File: config.mk
export PLATFORM = sky130hd
export DESIGN_NAME = cec_bit_receiver_top
export DESIGN_NICKNAME = d
export VERILOG_FILES = /design/src/cec_rx_pkg.sv /design/src/cec_bit_receiver_top.sv
export SDC_FILE = /design/constraint.sdc
export NUM_CORES = 1
export LEC_CHECK = 0
export ABC_AREA = 1
export BUFFER_PORTS_ARGS = -buffer_cell sky130_fd_sc_hd__buf_4
export CORE_ASPECT_RATIO = 2
export CORE_MARGIN = 8
export CORE_UTILIZATION = 55
export DETAILED_ROUTE_END_ITERATION = 8
export HOLD_SLACK_MARGIN = 0.02
export PLACE_DENSITY = 0.74
export SKIP_LAST_GASP = 1
export SYNTH_ARGS = -nofsm -noshare
export SYNTH_HDL_FRONTEND = slang
export SYNTH_SLANG_ARGS = --single-unit
File: constraint.sdc
create_clock -name clk -period 3.9 [get_ports clk]
set_input_delay 0.585 -clock clk [delete_from_list [all_inputs] [get_ports clk]]
set_output_delay 0.585 -clock clk [all_outputs]
set_load 0.1 [all_outputs]
File: src/cec_rx_pkg.sv
`timescale 1ns / 1ps
// Package for the CEC bit receiver: phase encoding, timing windows and
// field widths. No dependencies.
package cec_rx_pkg;

  localparam int FRAME_BYTES_DEF = 16;

  localparam logic [3:0] BROADCAST_ADDR = 4'hf;
  localparam logic [3:0] OWN_ADDR_RST   = 4'hf;

  localparam logic [31:0] START_LOW_MIN  = 32'd3500;
  localparam logic [31:0] START_LOW_MAX  = 32'd3900;
  localparam logic [31:0] START_PER_MIN  = 32'd4300;
  localparam logic [31:0] START_PER_MAX  = 32'd4700;
  localparam logic [31:0] BIT_PER_MIN    = 32'd2050;
  localparam logic [31:0] BIT_PER_MAX    = 32'd2750;
  localparam logic [31:0] ONE_LOW_MIN    = 32'd400;
  localparam logic [31:0] ONE_LOW_MAX    = 32'd800;
  localparam logic [31:0] ZERO_LOW_MIN   = 32'd1300;
  localparam logic [31:0] ZERO_LOW_MAX   = 32'd1700;

  localparam logic ACT_EDGE  = 1'b0;
  localparam logic ACT_REARM = 1'b1;

  typedef enum logic [9:0] {
    PH_START_LOW  = 10'b00_0000_0001,
    PH_START_HIGH = 10'b00_0000_0010,
    PH_DATA_LOW   = 10'b00_0000_0100,
    PH_DATA_HIGH  = 10'b00_0000_1000,
    PH_EOM_LOW    = 10'b00_0001_0000,
    PH_EOM_HIGH   = 10'b00_0010_0000,
    PH_ACK_LOW    = 10'b00_0100_0000,
    PH_ACK_HIGH   = 10'b00_1000_0000,
    PH_DONE       = 10'b01_0000_0000,
    PH_ABORT      = 10'b10_0000_0000
  } phase_t;

  typedef struct packed {
    logic ok;
    logic value;
  } bit_dec_t;

  function automatic logic in_window(input logic [31:0] v, input logic [31:0] lo,
                                     input logic [31:0] hi);
    return (v >= lo) && (v <= hi);
  endfunction

  function automatic bit_dec_t low_to_bit(input logic [31:0] low);
    bit_dec_t d;
    d.ok    = 1'b0;
    d.value = 1'b0;
    if (in_window(low, ONE_LOW_MIN, ONE_LOW_MAX)) begin
      d.ok    = 1'b1;
      d.value = 1'b1;
    end else if (in_window(low, ZERO_LOW_MIN, ZERO_LOW_MAX)) begin
      d.ok    = 1'b1;
      d.value = 1'b0;
    end
    return d;
  endfunction

endpackage

File: src/cec_bit_receiver_top.sv
`timescale 1ns / 1ps
// CEC bit receiver: decodes timestamped line edges into bytes and frame status.
// Depends on cec_rx_pkg.
//
// channel   direction  tdata / data                         tuser
// s_*       in         [0] edge_rising, [32:1] edge_time_us  [0] action
// m_*       out        see port comment                      -
// cfg_*     in         [3:0] own_address                    -
//
// One transaction per cycle while m_tready is high; input register, then decode
// into the result register. A stall on m_tready holds the result
// and lets one more transaction wait in the input register before s_tready
// drops. rst clears the frame state, empties both registers and sets
// own_address to 15. cfg_ready is always high.
module cec_bit_receiver_top
  import cec_rx_pkg::*;
#(
  parameter int MAX_FRAME_BYTES = FRAME_BYTES_DEF
) (
  input  logic        clk,
  input  logic        rst,
  input  logic        s_tvalid,
  output logic        s_tready,
  input  logic [39:0] s_tdata,   // [0] edge_rising, [32:1] edge_time_us, [39:33] zero
  input  logic [0:0]  s_tuser,   // [0] action
  output logic        m_tvalid,
  input  logic        m_tready,
  output logic [23:0] m_tdata,   // [0] ack_pull, [1] byte_valid, [9:2] byte_value,
                                 // [13:10] byte_index, [14] frame_done,
                                 // [19:15] frame_length, [20] acked_frame,
                                 // [21] aborted, [23:22] zero
  input  logic        cfg_valid,
  output logic        cfg_ready,
  input  logic [3:0]  cfg_data
);

  localparam int CW = $clog2(MAX_FRAME_BYTES + 1);

  // input register
  logic        in_valid;
  logic        in_action;
  logic        in_rising;
  logic [31:0] in_time;

  // frame state
  phase_t      phase, phase_next;
  logic [31:0] last_mark_time, last_mark_time_next;
  logic        first_bit_pending, first_bit_pending_next;
  logic [CW-1:0] byte_count, byte_count_next;
  logic [3:0]  bit_count, bit_count_next;
  logic [7:0]  shift_byte, shift_byte_next;
  logic [3:0]  dest_nibble, dest_nibble_next;
  logic        eom_seen, eom_seen_next;
  logic        acked_flag, acked_flag_next;
  logic        abort_flag, abort_flag_next;
  logic        ready_flag, ready_flag_next;
  logic [3:0]  own_address;

  // step results
  logic        ack_pull_c;
  logic        byte_valid_c;
  logic [7:0]  byte_value_c;
  logic [3:0]  byte_index_c;

  logic        advance;
  logic        step;
  logic [31:0] delta;
  bit_dec_t    dec;
  logic [7:0]  shifted;
  logic [5:0]  count_ext;
  logic [5:0]  count_next_ext;

  assign advance   = !m_tvalid || m_tready;
  assign step      = in_valid && advance;
  assign s_tready  = !in_valid || advance;
  assign cfg_ready = 1'b1;

  assign delta     = in_time - last_mark_time;
  assign dec       = low_to_bit(delta);
  assign shifted   = {shift_byte[6:0], dec.value};
  assign count_ext = 6'(byte_count);
  assign count_next_ext = 6'(byte_count_next);

  always_ff @(posedge clk) begin
    if (rst) begin
      in_valid <= 1'b0;
    end else if (s_tready) begin
      in_valid <= s_tvalid;
    end
    if (s_tready && s_tvalid) begin
      in_action <= s_tuser[0];
      in_rising <= s_tdata[0];
      in_time   <= s_tdata[32:1];
    end
  end

  always_ff @(posedge clk) begin
    if (rst) begin
      own_address <= OWN_ADDR_RST;
    end else if (cfg_valid && cfg_ready) begin
      own_address <= cfg_data;
    end
  end

  always_comb begin
    phase_next             = phase;
    last_mark_time_next    = last_mark_time;
    first_bit_pending_next = first_bit_pending;
    byte_count_next        = byte_count;
    bit_count_next         = bit_count;
    shift_byte_next        = shift_byte;
    dest_nibble_next       = dest_nibble;
    eom_seen_next          = eom_seen;
    acked_flag_next        = acked_flag;
    abort_flag_next        = abort_flag;
    ready_flag_next        = ready_flag;
    ack_pull_c             = 1'b0;
    byte_valid_c           = 1'b0;
    byte_value_c           = 8'd0;
    byte_index_c           = 4'd0;

    if (in_action == ACT_REARM) begin
      phase_next             = PH_START_LOW;
      last_mark_time_next    = 32'd0;
      first_bit_pending_next = 1'b0;
      byte_count_next        = '0;
      bit_count_next         = 4'd0;
      shift_byte_next        = 8'd0;
      dest_nibble_next       = 4'd0;
      eom_seen_next          = 1'b0;
      acked_flag_next        = 1'b0;
      abort_flag_next        = 1'b0;
      ready_flag_next        = 1'b0;
    end else begin
      case (phase)
        PH_START_LOW: begin
          if (!in_rising) begin
            last_mark_time_next = in_time;
            phase_next          = PH_START_HIGH;
          end
        end
        PH_START_HIGH: begin
          if (in_rising) begin
            if (in_window(delta, START_LOW_MIN, START_LOW_MAX)) begin
              first_bit_pending_next = 1'b1;
              byte_count_next        = '0;
              bit_count_next         = 4'd0;
              shift_byte_next        = 8'd0;
              phase_next             = PH_DATA_LOW;
            end else begin
              phase_next      = PH_ABORT;
              abort_flag_next = 1'b1;
            end
          end
        end
        PH_DATA_LOW, PH_EOM_LOW: begin
          if (!in_rising) begin
            if (phase == PH_DATA_LOW && bit_count == 4'd0 &&
                byte_count >= CW'(MAX_FRAME_BYTES)) begin
              phase_next      = PH_ABORT;
              abort_flag_next = 1'b1;
            end else if (first_bit_pending ?
                         in_window(delta, START_PER_MIN, START_PER_MAX) :
                         in_window(delta, BIT_PER_MIN, BIT_PER_MAX)) begin
              last_mark_time_next    = in_time;
              first_bit_pending_next = 1'b0;
              phase_next = (phase == PH_EOM_LOW) ? PH_EOM_HIGH : PH_DATA_HIGH;
            end else begin
              phase_next      = PH_ABORT;
              abort_flag_next = 1'b1;
            end
          end
        end
        PH_DATA_HIGH, PH_EOM_HIGH: begin
          if (in_rising) begin
            if (!dec.ok) begin
              phase_next      = PH_ABORT;
              abort_flag_next = 1'b1;
            end else if (phase == PH_EOM_HIGH) begin
              eom_seen_next = dec.value;
              phase_next    = PH_ACK_LOW;
            end else if (bit_count == 4'd7) begin
              byte_valid_c    = 1'b1;
              byte_value_c    = shifted;
              byte_index_c    = count_ext[3:0];
              if (byte_count == '0) begin
                dest_nibble_next = shifted[3:0];
              end
              byte_count_next = byte_count + CW'(1);
              bit_count_next  = 4'd0;
              shift_byte_next = 8'd0;
              phase_next      = PH_EOM_LOW;
            end else begin
              shift_byte_next = shifted;
              bit_count_next  = bit_count + 4'd1;
              phase_next      = PH_DATA_LOW;
            end
          end
        end
        PH_ACK_LOW: begin
          if (!in_rising) begin
            last_mark_time_next = in_time;
            if (dest_nibble != BROADCAST_ADDR && dest_nibble == own_address) begin
              ack_pull_c      = 1'b1;
              acked_flag_next = 1'b1;
            end
            phase_next = PH_ACK_HIGH;
          end
        end
        PH_ACK_HIGH: begin
          if (in_rising) begin
            if (!dec.ok) begin
              phase_next      = PH_ABORT;
              abort_flag_next = 1'b1;
            end else if (eom_seen) begin
              phase_next      = PH_DONE;
              ready_flag_next = 1'b1;
            end else begin
              phase_next = PH_DATA_LOW;
            end
          end
        end
        default: begin
        end
      endcase
    end
  end

  always_ff @(posedge clk) begin
    if (rst) begin
      phase             <= PH_START_LOW;
      last_mark_time    <= 32'd0;
      first_bit_pending <= 1'b0;
      byte_count        <= '0;
      bit_count         <= 4'd0;
      shift_byte        <= 8'd0;
      dest_nibble       <= 4'd0;
      eom_seen          <= 1'b0;
      acked_flag        <= 1'b0;
      abort_flag        <= 1'b0;
      ready_flag        <= 1'b0;
    end else if (step) begin
      phase             <= phase_next;
      last_mark_time    <= last_mark_time_next;
      first_bit_pending <= first_bit_pending_next;
      byte_count        <= byte_count_next;
      bit_count         <= bit_count_next;
      shift_byte        <= shift_byte_next;
      dest_nibble       <= dest_nibble_next;
      eom_seen          <= eom_seen_next;
      acked_flag        <= acked_flag_next;
      abort_flag        <= abort_flag_next;
      ready_flag        <= ready_flag_next;
    end
  end

  // result register
  always_ff @(posedge clk) begin
    if (rst) begin
      m_tvalid <= 1'b0;
    end else if (advance) begin
      m_tvalid <= in_valid;
    end
    if (step) begin
      m_tdata <= {2'b00,
                  abort_flag_next,
                  acked_flag_next,
                  ready_flag_next ? count_next_ext[4:0] : 5'd0,
                  ready_flag_next,
                  byte_index_c,
                  byte_value_c,
                  byte_valid_c,
                  ack_pull_c};
    end
  end

endmodule

==> results.sh <==
export IMPL_drt_wl_total_um=24900
export IMPL_seqCellArea_um2=3140
export IMPL_multi_input_area_um2=4890
export IMPL_tns_ns=0
export IMPL_clk_path_buf_depth=2
export IMPL_grt_pass1_vias=8434
export IMPL_n_antenna_cell=0
export IMPL_synth_flop_cell="dfxtp_1"
export IMPL_finalSetupViolCount=0
export IMPL_p_clk_share_pct=37.2
export IMPL_grt_pass1_wl_um=39600
export IMPL_finalMaxSlewViolations=0
export IMPL_grt_antenna_before_repair=0
export IMPL_gr_usage_all_layers_pct=23.0
export IMPL_cts_root_buf="clkbuf_16"
export IMPL_wl_per_cell_um=14.3
export IMPL_yosysSeqAreaShare_pct=34.3
export IMPL_synthArstFlopShare_pct=0
export IMPL_pin_count=77
export IMPL_crit_type="reg -> reg"
export IMPL_synthCells=1444
export IMPL_syn_cell_area_um2=9160
export IMPL_cts_tree="done"
export IMPL_cp_start_kind="flip-flop"
export IMPL_slew_headroom_pct=36.4
export IMPL_fin_crit_ns=3.63
export IMPL_syn_to_final_growth_pct=15.9
export IMPL_postRouteAntennaNets=0
export IMPL_synth_enable_flop_cells=56
export IMPL_firstDrtPassIters=5
export IMPL_avgSynthCellArea_um2=6.35
export IMPL_clkTransAtPathRegs_ns=0.06
export IMPL_fin_nets=1602
export IMPL_required_ns=4.21
export IMPL_hp_class="in -> reg"
export IMPL_max_freq_mhz=276
export IMPL_skew_ns=0.00937
export IMPL_status="finished clean"
export IMPL_num_rows=67
export IMPL_numClockSinks=129
export IMPL_arrival_ns=3.94
export IMPL_swShare_pct=34.9
export IMPL_fillers=1529
export IMPL_cp_end_kind="flip-flop"
export IMPL_drtIter0Drc=516
export IMPL_layout_cells_non_filler=1736
export IMPL_grt_max_degree=48
export IMPL_internal_power_w=0.00282
export IMPL_drive_gt1_share_pct=11.8
export IMPL_vias=9036
export IMPL_worst_pin_slew_ns=0.953
export IMPL_hpwl_um=18300
export IMPL_design_area_um2=10600
export IMPL_overflow=0
export IMPL_vdd_drop_max_mv=0.463
export IMPL_path_max_fanout=12
export IMPL_io_buffer_count=66
export IMPL_layout_core_utilization_pct=64.3
export IMPL_pwr_share_seq_pct=35.4
export IMPL_die_w_um=107
export IMPL_clock_latency_ns=0.43
export IMPL_p_leak_nw=5.34
export IMPL_fin_crit_sh_pct=93.0
export IMPL_maxCapViolCount=0
export IMPL_yosys_warnings=0
export IMPL_drc=0
export IMPL_cts_buffers_inserted=17
export IMPL_placed_area_um2=9830
export IMPL_fp_dieH_um=199
export IMPL_viasPerCell=5.21
export IMPL_routabilityCongestion=0.920
export IMPL_h_tree_depth=4
export IMPL_p_sw_w=0.00151
export IMPL_die_area_um2=21300
export IMPL_ys_ff_latch=129
export IMPL_power_density_nw_per_um2=408
export IMPL_finalHoldViolations=0
export IMPL_p_comb_share_pct=27.4
export IMPL_yosysUniqueCellTypes=47
export IMPL_place_inst=1700
export IMPL_start_util_pct=55.5
export IMPL_core_area_um2=16500
power groups by stage:
| stage | registers [W] | clock network [W] | logic [W] |
|---|---|---|---|
| after floorplan | 0.00163 | 0 | 0.000790 |
| after global placement | 0.00156 | 0 | 0.00111 |
| after detailed placement | 0.00156 | 0 | 0.00113 |
| after CTS | 0.00153 | 0.00163 | 0.00113 |
| after global routing | 0.00154 | 0.00169 | 0.00132 |
| final | 0.00153 | 0.00161 | 0.00119 |
state kept, by name (all words and copies together) (netlist names), 4 cells and up:
signal	flops
phase	10
in_time	32
bit_count	4
shift_byte	7
own_address	4
last_mark_time	32
m_tdata	22
dest_nibble	4
byte_count	5
Yosys cell counts, types with 2 or more instances:
library cell / number / area (um2)
nand2_1: 420 / 1580
buf_2: 5 / 25.0
clkinv_1: 3 / 11.3
buf_6: 7 / 78.8
inv_2: 8 / 30.0
xor2_1: 6 / 52.6
or2_2: 2 / 12.5
nand3_2: 4 / 40.0
nor3_2: 3 / 30.0
nand3_1: 103 / 515
o21ai_1: 9 / 45.0
nor2_4: 4 / 45.0
nor2_2: 14 / 87.6
nor2_1: 200 / 751
nand3b_1: 8 / 60.1
o21ai_2: 2 / 17.5
nand4_1: 20 / 125
a21oi_1: 75 / 375
nor4_1: 2 / 12.5
dfxtp_1: 73 / 1460
edfxtp_1: 56 / 1680
clkbuf_1: 12 / 45.0
o211ai_1: 2 / 15.0
inv_1: 268 / 1010
buf_4: 4 / 30.0
ha_1: 35 / 438
nand2_2: 19 / 119
o21ai_0: 34 / 170
a211oi_1: 2 / 15.0
conb_1: 2 / 7.51
nor3_1: 22 / 110
a31oi_1: 5 / 31.3
cell usage in the layout (no fill, tap or decap), types with 30 or more instances in the layout:
cell,n
buf_4,75
nand3_1,99
nand2_1,418
dfxtp_1,73
edfxtp_1,56
ha_1,35
a21oi_1,75
nor2_1,198
o21ai_0,30
inv_1,268
critical path, stage by stage, from the launching register on:
cell	delay, ns
edfxtp_1	0.37
inv_1	0.09
ha_1	0.14
inv_1	0.08
fa_2	0.39
nand3_1	0.12
nand3_2	0.12
nand2_1	0.11
nand2_1	0.10
nand3_1	0.10
nand2_1	0.05
nand2_1	0.07
nand2_1	0.09
nor2_2	0.17
nand2_2	0.09
nor2_4	0.20
and2_4	0.20
nand2_1	0.05
nand2_1	0.08
nand2_1	0.09
nand3_4	0.12
nand3_4	0.12
nand2_8	0.20
clkbuf_16	0.20
nand2_1	0.06
nand2_1	0.05
nor2_1	0.05
repair_timing:
item                       CTS  global route
resized for setup            1            26
gates cloned                 0             4
setup endpoints to repair    1            69
pin swaps                    0             4
hold buffers                 0             0
buffers inserted             0             0
path summary, 6_finish.rpt:
check | depth (start not counted) | startpoint | slack, ns | to
min | 1 | s_tdata[25] | 0.33 | in_time[24]
min reg2reg | 2 | phase[8] | 0.47 | phase[8]
max reg2reg | 26 | in_time[0] | 0.27 | last_mark_time[14]
max | 26 | in_time[0] | 0.27 | last_mark_time[14]
metrics by stage:
| step | hold WS (ns) | setup WS, ns | power (W) |
|---|---|---|---|
| after floorplan | 0.438 | 0.751 | 0.00242 |
| after global placement | 0.456 | 0.149 | 0.00267 |
| after detailed placement | 0.463 | 0.0777 | 0.00269 |
| after CTS | 0.315 | 0.0289 | 0.00430 |
| after global routing | 0.310 | -0.0123 | 0.00455 |
| final | 0.330 | 0.272 | 0.00433 |
kinds of logic after synthesis:
logic type | after synthesis | synth area share [%]
adders and majority gates | 36 | 5.00
xor gates and xnor gates | 7 | 0.669
AOI/OAI and AO/OA | 137 | 7.99
DFF | 129 | 34.3
and+or+nand+nor | 826 | 38.6
buffers and inverters | 307 | 13.4
other | 2 | 0.0820
layout make-up:
| type | instances | area share (%) |
|---|---|---|
| multi-input cells | 1009 | 46.1 |
| clock inverters | 12 | 1.12 |
| inverters | 279 | 9.93 |
| well taps | 207 | 2.44 |
| clock buffers | 20 | 4.51 |
| repair buffers | 80 | 6.30 |
| flip-flops and latches | 129 | 29.6 |
layer usage:
metal | vias to the layer above | track usage [%] | share of wire, % | routed length, um
met5 | - | 0 | 0 | 0
met2 | 255 | 37.7 | 48 | 11800
met3 | 49 | 4.06 | 5.0 | 1250
met4 | 0 | 8.35 | 2.8 | 695
li1 | 4643 | - | - | -
met1 | 4089 | 29.3 | 45 | 11100
Power figures use the tool's default switching activity.
